==> config.mk <==
export PLATFORM = sky130hd
export DESIGN_NAME = fsmc_ctrl
export DESIGN_NICKNAME = d
export VERILOG_FILES = /design/src/rtl/fsmc_pkg.sv /design/src/rtl/fsmc_ctrl.sv
export SDC_FILE = /design/constraint.sdc
export NUM_CORES = 1
export LEC_CHECK = 0
export BUFFER_PORTS_ARGS = -buffer_cell sky130_fd_sc_hd__buf_2
export CAP_MARGIN = 20
export CORE_AREA = 2 2 39 41
export DETAILED_ROUTE_END_ITERATION = 10
export DIE_AREA = 0 0 41 43
export PLACE_DENSITY = 0.49
export SYNTH_ARGS = -nofsm -noshare
export SYNTH_HDL_FRONTEND = slang
export SYNTH_SLANG_ARGS = --single-unit
==> constraint.sdc <==
create_clock -name clk -period 1.45 [get_ports clk]
set_input_delay 0.145 -clock clk [delete_from_list [all_inputs] [get_ports clk]]
set_output_delay 0.145 -clock clk [all_outputs]
set_load 0.02 [all_outputs]
==> src/rtl/fsmc_pkg.sv <==
// Shared types and constants for the flash save-memory controller.
// No dependencies; the other files, apart from fsmc_ram, refer to this package by scoped names.
package fsmc_pkg;

  localparam int PAGES       = 1024;
  localparam int PAGE_WORDS  = 32;
  localparam int STORE_WORDS = PAGES * PAGE_WORDS;
  localparam int PAGE_W      = $clog2(PAGES);
  localparam int WORD_W      = $clog2(PAGE_WORDS);
  localparam int ADDR_W      = PAGE_W + WORD_W;
  localparam int SUM_W       = ((ADDR_W > 15) ? ADDR_W : 15) + 1;

  localparam int OP_W     = 2;
  localparam int DATA_W   = 32;
  localparam int OFFSET_W = 16;
  localparam int INDEX_W  = 6;

  typedef enum logic [OP_W-1:0] {
    OP_CMD    = 2'd0,
    OP_STATUS = 2'd1,
    OP_DMA_RD = 2'd2,
    OP_DMA_WR = 2'd3
  } op_t;

  typedef enum logic [2:0] {
    MODE_IDLE   = 3'd0,
    MODE_READ   = 3'd1,
    MODE_ERASE  = 3'd2,
    MODE_WRITE  = 3'd3,
    MODE_STATUS = 3'd4
  } mode_t;

  localparam logic [7:0] CMD_SET_PAGE   = 8'h4b;
  localparam logic [7:0] CMD_ERASE      = 8'h78;
  localparam logic [7:0] CMD_PAGE_STAT  = 8'ha5;
  localparam logic [7:0] CMD_WRITE      = 8'hb4;
  localparam logic [7:0] CMD_EXECUTE    = 8'hd2;
  localparam logic [7:0] CMD_STATUS     = 8'he1;
  localparam logic [7:0] CMD_READ       = 8'hf0;

  localparam logic [63:0] STAT_ERASE     = 64'h1111800800c20000;
  localparam logic [63:0] STAT_PAGE      = 64'h1111800400c20000;
  localparam logic [63:0] STAT_STATUS    = 64'h1111800100c20000;
  localparam logic [63:0] STAT_READ      = 64'h11118004f0000000;

  typedef enum logic [3:0] {
    S_CLEAR = 4'b0001,
    S_IDLE  = 4'b0010,
    S_EXEC  = 4'b0100,
    S_READ  = 4'b1000
  } state_t;

  typedef struct packed {
    logic accept;
    logic clear_step;
    logic exec_step;
    logic load_read;
  } ctrl_cmd_t;

  typedef struct packed {
    logic clear_last;
    logic exec_last;
    logic exec_start;
    logic store_read;
  } dp_sts_t;

endpackage

==> src/rtl/fsmc_ctrl.sv <==
// Controller of the flash save-memory controller: store clearing after reset,
// page execute sequencing, store read wait and result handshake. Uses fsmc_pkg.
module fsmc_ctrl (
  input  logic                clk,
  input  logic                rst_n,
  input  logic                in_valid,
  output logic                in_ready,
  output logic                out_valid,
  input  logic                out_ready,
  output fsmc_pkg::ctrl_cmd_t cmd,
  input  fsmc_pkg::dp_sts_t   sts
);

  fsmc_pkg::state_t state_r, state_nxt;
  logic             out_valid_r, out_valid_nxt;
  logic             accept;

  assign in_ready = (state_r == fsmc_pkg::S_IDLE) && (!out_valid_r || out_ready);
  assign accept   = in_valid && in_ready;

  assign cmd.accept     = accept;
  assign cmd.clear_step = (state_r == fsmc_pkg::S_CLEAR);
  assign cmd.exec_step  = (state_r == fsmc_pkg::S_EXEC);
  assign cmd.load_read  = (state_r == fsmc_pkg::S_READ);

  always_comb begin
    state_nxt = state_r;
    case (state_r)
      fsmc_pkg::S_CLEAR: begin
        if (sts.clear_last) begin
          state_nxt = fsmc_pkg::S_IDLE;
        end
      end
      fsmc_pkg::S_IDLE: begin
        if (accept && sts.store_read) begin
          state_nxt = fsmc_pkg::S_READ;
        end else if (accept && sts.exec_start) begin
          state_nxt = fsmc_pkg::S_EXEC;
        end
      end
      fsmc_pkg::S_EXEC: begin
        if (sts.exec_last) begin
          state_nxt = fsmc_pkg::S_IDLE;
        end
      end
      fsmc_pkg::S_READ: begin
        state_nxt = fsmc_pkg::S_IDLE;
      end
      default: begin
        state_nxt = fsmc_pkg::S_IDLE;
      end
    endcase
  end

  always_comb begin
    out_valid_nxt = out_valid_r;
    if (out_valid_r && out_ready) begin
      out_valid_nxt = 1'b0;
    end
    if ((accept && !sts.store_read) || (state_r == fsmc_pkg::S_READ)) begin
      out_valid_nxt = 1'b1;
    end
  end

  always_ff @(posedge clk) begin
    if (!rst_n) begin
      state_r     <= fsmc_pkg::S_CLEAR;
      out_valid_r <= 1'b0;
    end else begin
      state_r     <= state_nxt;
      out_valid_r <= out_valid_nxt;
    end
  end

  assign out_valid = out_valid_r;

  a_state_onehot: assert property (@(posedge clk) disable iff (!rst_n)
    $onehot(state_r)) else $error("controller state is not one-hot");

  a_read_slot_free: assert property (@(posedge clk) disable iff (!rst_n)
    (state_r == fsmc_pkg::S_READ) |-> !out_valid_r)
    else $error("store read data would overwrite a pending result");

  a_read_wait: assert property (@(posedge clk) disable iff (!rst_n)
    (accept && sts.store_read) |=> (state_r == fsmc_pkg::S_READ) && !out_valid_r)
    else $error("store read did not enter the read wait state");

  a_exec_end: assert property (@(posedge clk) disable iff (!rst_n)
    (state_r == fsmc_pkg::S_EXEC && sts.exec_last) |=> (state_r == fsmc_pkg::S_IDLE))
    else $error("page execute did not end after the last word");

endmodule

==> flow_metrics.tcl <==
set metrics [dict create \
    detail_route.wirelength_um 903 \
    timing.final.max_slew_violations 0 \
    whs_path_depth 2 \
    yosysWarnings 0 \
    post_drt_via_cell_ratio 4.60 \
    crit_path_max_fanout 4 \
    overflow 0 \
    drt_pre_antenna_iters 4 \
    htree_levels 1 \
    power.combinational.fraction 0.250 \
    avgRoutedWirePerCell_um 13.3 \
    dp.final_hpwl_um 580 \
    grt_max_degree 6 \
    wire_length_of_the_first_global_routing_pass_um 1570 \
    cap_violations 0 \
    seq_power_share 0.373 \
    min_period_over_period 1.01 \
    critical_path.startpoint_type "flip-flop" \
    numClockSinks 5 \
    die_x_um 41 \
    nNetsFinal 61 \
    violated_checks "setup timing" \
    std_cell_rows 14 \
    max_slew.worst_pin.slew_ns 0.298 \
    die_area_mm2 0.00176 \
    final_common_cell "buf_2" \
    antenna_violating_nets_post_route 0 \
    placedCellCount 58 \
    synth_fp_nets 38 \
    clock.fmax_mhz 683 \
    tritoncts_clock_tree "yes" \
    cts_inserted_buffers 3 \
    yosys_register_bits 5 \
    intPower_w 0.000305 \
    finalSetupViolCount 1 \
    final_cells 68 \
    buffer_ports.inserted 13 \
    clock_tree.root_cell "clkbuf_4" \
    switching_part_of_the_total_power 0.274 \
    globalplace.congestion 0.750 \
    ys.flop_type "dfxtp_1" \
    start_util 0.216 \
    worstSetupEndpointType "primary output" \
    dieHeight_um 43 \
    grt_setup_unrepaired "true" \
    hold_viol 0 \
    hold_class "in2reg" \
    outcome "finished with violations" \
    area.growth.synth_to_final_pct 74.5 \
    synthCells 30 \
    p_leak_nw 0.234 \
    dp_worst_setup_slack_ns -0.0221 \
    postSynth.asyncResetShare 0 \
    share_of_post_route_cells_with_drive_strength_above_1 0.654 \
    timing.final.ws_setup_ns -0.0143 \
    synth_area_per_cell_um2 9.97 \
    timing.max_slew.rel_slack 0.802 \
    critical_path_arrival_ns 1.32 \
    pin_count 14 \
    insertedDiodeCount 0 \
    reg2regPathDepth 5 \
    clkTransAtPathRegs_ns 0.04 \
    yosysSeqAreaShare 0.335 \
    mappedNetlistArea_um2 299 \
    core_area_mm2 0.00138 \
    netlist-cell-type-count 18 \
    initialDrtViolationCount 10 \
    clk-insertion-delay-late_ns 0.24 \
    most_used_cells_in_the_layout_excluding_fill_and_tap_cells "9 x buf_2, 7 x buf_4, 5 x inv_1, 4 x nor4b_4" \
    grt_antenna_before_repair 0 \
    routed-via-count 313 \
    synth_enable_flop_cells 0 \
    first_global_vias 334 \
    drc 0 \
    grt_usage 0.138 \
    cts_buffer_depth 2 \
    irDropWorstVdd_mv 0.358 \
    min_period_ns 1.46 \
    total_switching_power_w 0.000115 \
    power_density_mw_per_mm2 804 \
    final_clock_skew_ns 0.00145 \
    worst_reg_to_reg_setup_slack_ns 0 \
    p_clk_frac 0.377 \
    start_to_end_type_of_the_worst_setup_path "reg2out" \
    worst-endpoint-required_ns 1.31 \
]
flip-flops by register name, indices dropped and copies added (netlist names):
name / cells
state_r: 4
out_valid: 1
through the flow:
stage | area, um^2 | util | hold WS (ns) | TNS [ns] | power (W)
final | 522 | 0.377 | 0.107 | -0.0143 | 0.000420
after global routing | 522 | 0.377 | 0.113 | -0.239 | 0.000451
after CTS | 498 | 0.360 | 0.103 | -0.00142 | 0.000415
after detailed placement | 400 | 0.289 | 0.354 | -0.0286 | 0.000235
after global placement | 400 | 0.289 | 0.353 | 0 | 0.000235
after floorplan | 323 | - | 0.207 | 0 | 0.000209
layout make-up:
class                   instances  area [um^2]
clock buffers                   4         26.3
fillers                       147          862
well taps                      16         20.0
repair buffers                 19          131
flip-flops and latches          5          113
inverters                       5         18.8
multi-input cells              19          213
what timing repair did:
item | in CTS | in global routing
setup buffers | 6 | 0
hold endpoints to repair | 0 | 0
hold buffers | 0 | 0
setup endpoints to repair | 3 | 5
gates resized for setup | 11 | 6
pin swaps | 2 | 1
cell families (layout without fill, tap and decap cells):
| kind of cell | count (synthesis) | count (layout) | synth area share |
|---|---|---|---|
| DFF | 5 | 5 | 0.335 |
| and+or+nand+nor | 13 | 13 | 0.364 |
| buffers and inverters | 6 | 28 | 0.0879 |
| AOI/OAI and AO/OA | 6 | 6 | 0.213 |
power groups by stage:
stage	combinational [W]	clock, W	sequential (W)
detailed placement	0.0000738	0	0.000161
CTS	0.0000992	0.000161	0.000155
global route	0.000114	0.000179	0.000157
finish	0.000105	0.000158	0.000157
global placement	0.0000738	0	0.000161
floorplan	0.0000490	0	0.000160
cells in the mapped netlist (2+ instances only):
| cell | count | area share |
|---|---|---|
| dfxtp_1 | 5 | 0.33 |
| inv_1 | 5 | 0.063 |
| and3_1 | 2 | 0.042 |
| nand2_1 | 2 | 0.025 |
| nor2_1 | 2 | 0.025 |
| nor4b_2 | 2 | 0.10 |
worst max-delay path, cell delays in order, from the launching register on:
cell and delay, ns:
dfxtp_4 0.35, nor4b_4 0.31, buf_4 0.18, and2_4 0.13, buf_6 0.11
path summary, 6_finish.rpt:
check               end  startpoint
max            in_ready  state_r[0]
min          state_r[0]       rst_n
max reg2reg  state_r[2]  state_r[0]
min reg2reg  state_r[0]  state_r[3]
per-layer routing:
metal,global-route usage,part of all wire
met4,0.0200,0
met1,0.152,0.40
met3,0.0785,0.070
met5,0,0
met2,0.225,0.53
(Power assumes the default switching activity.)
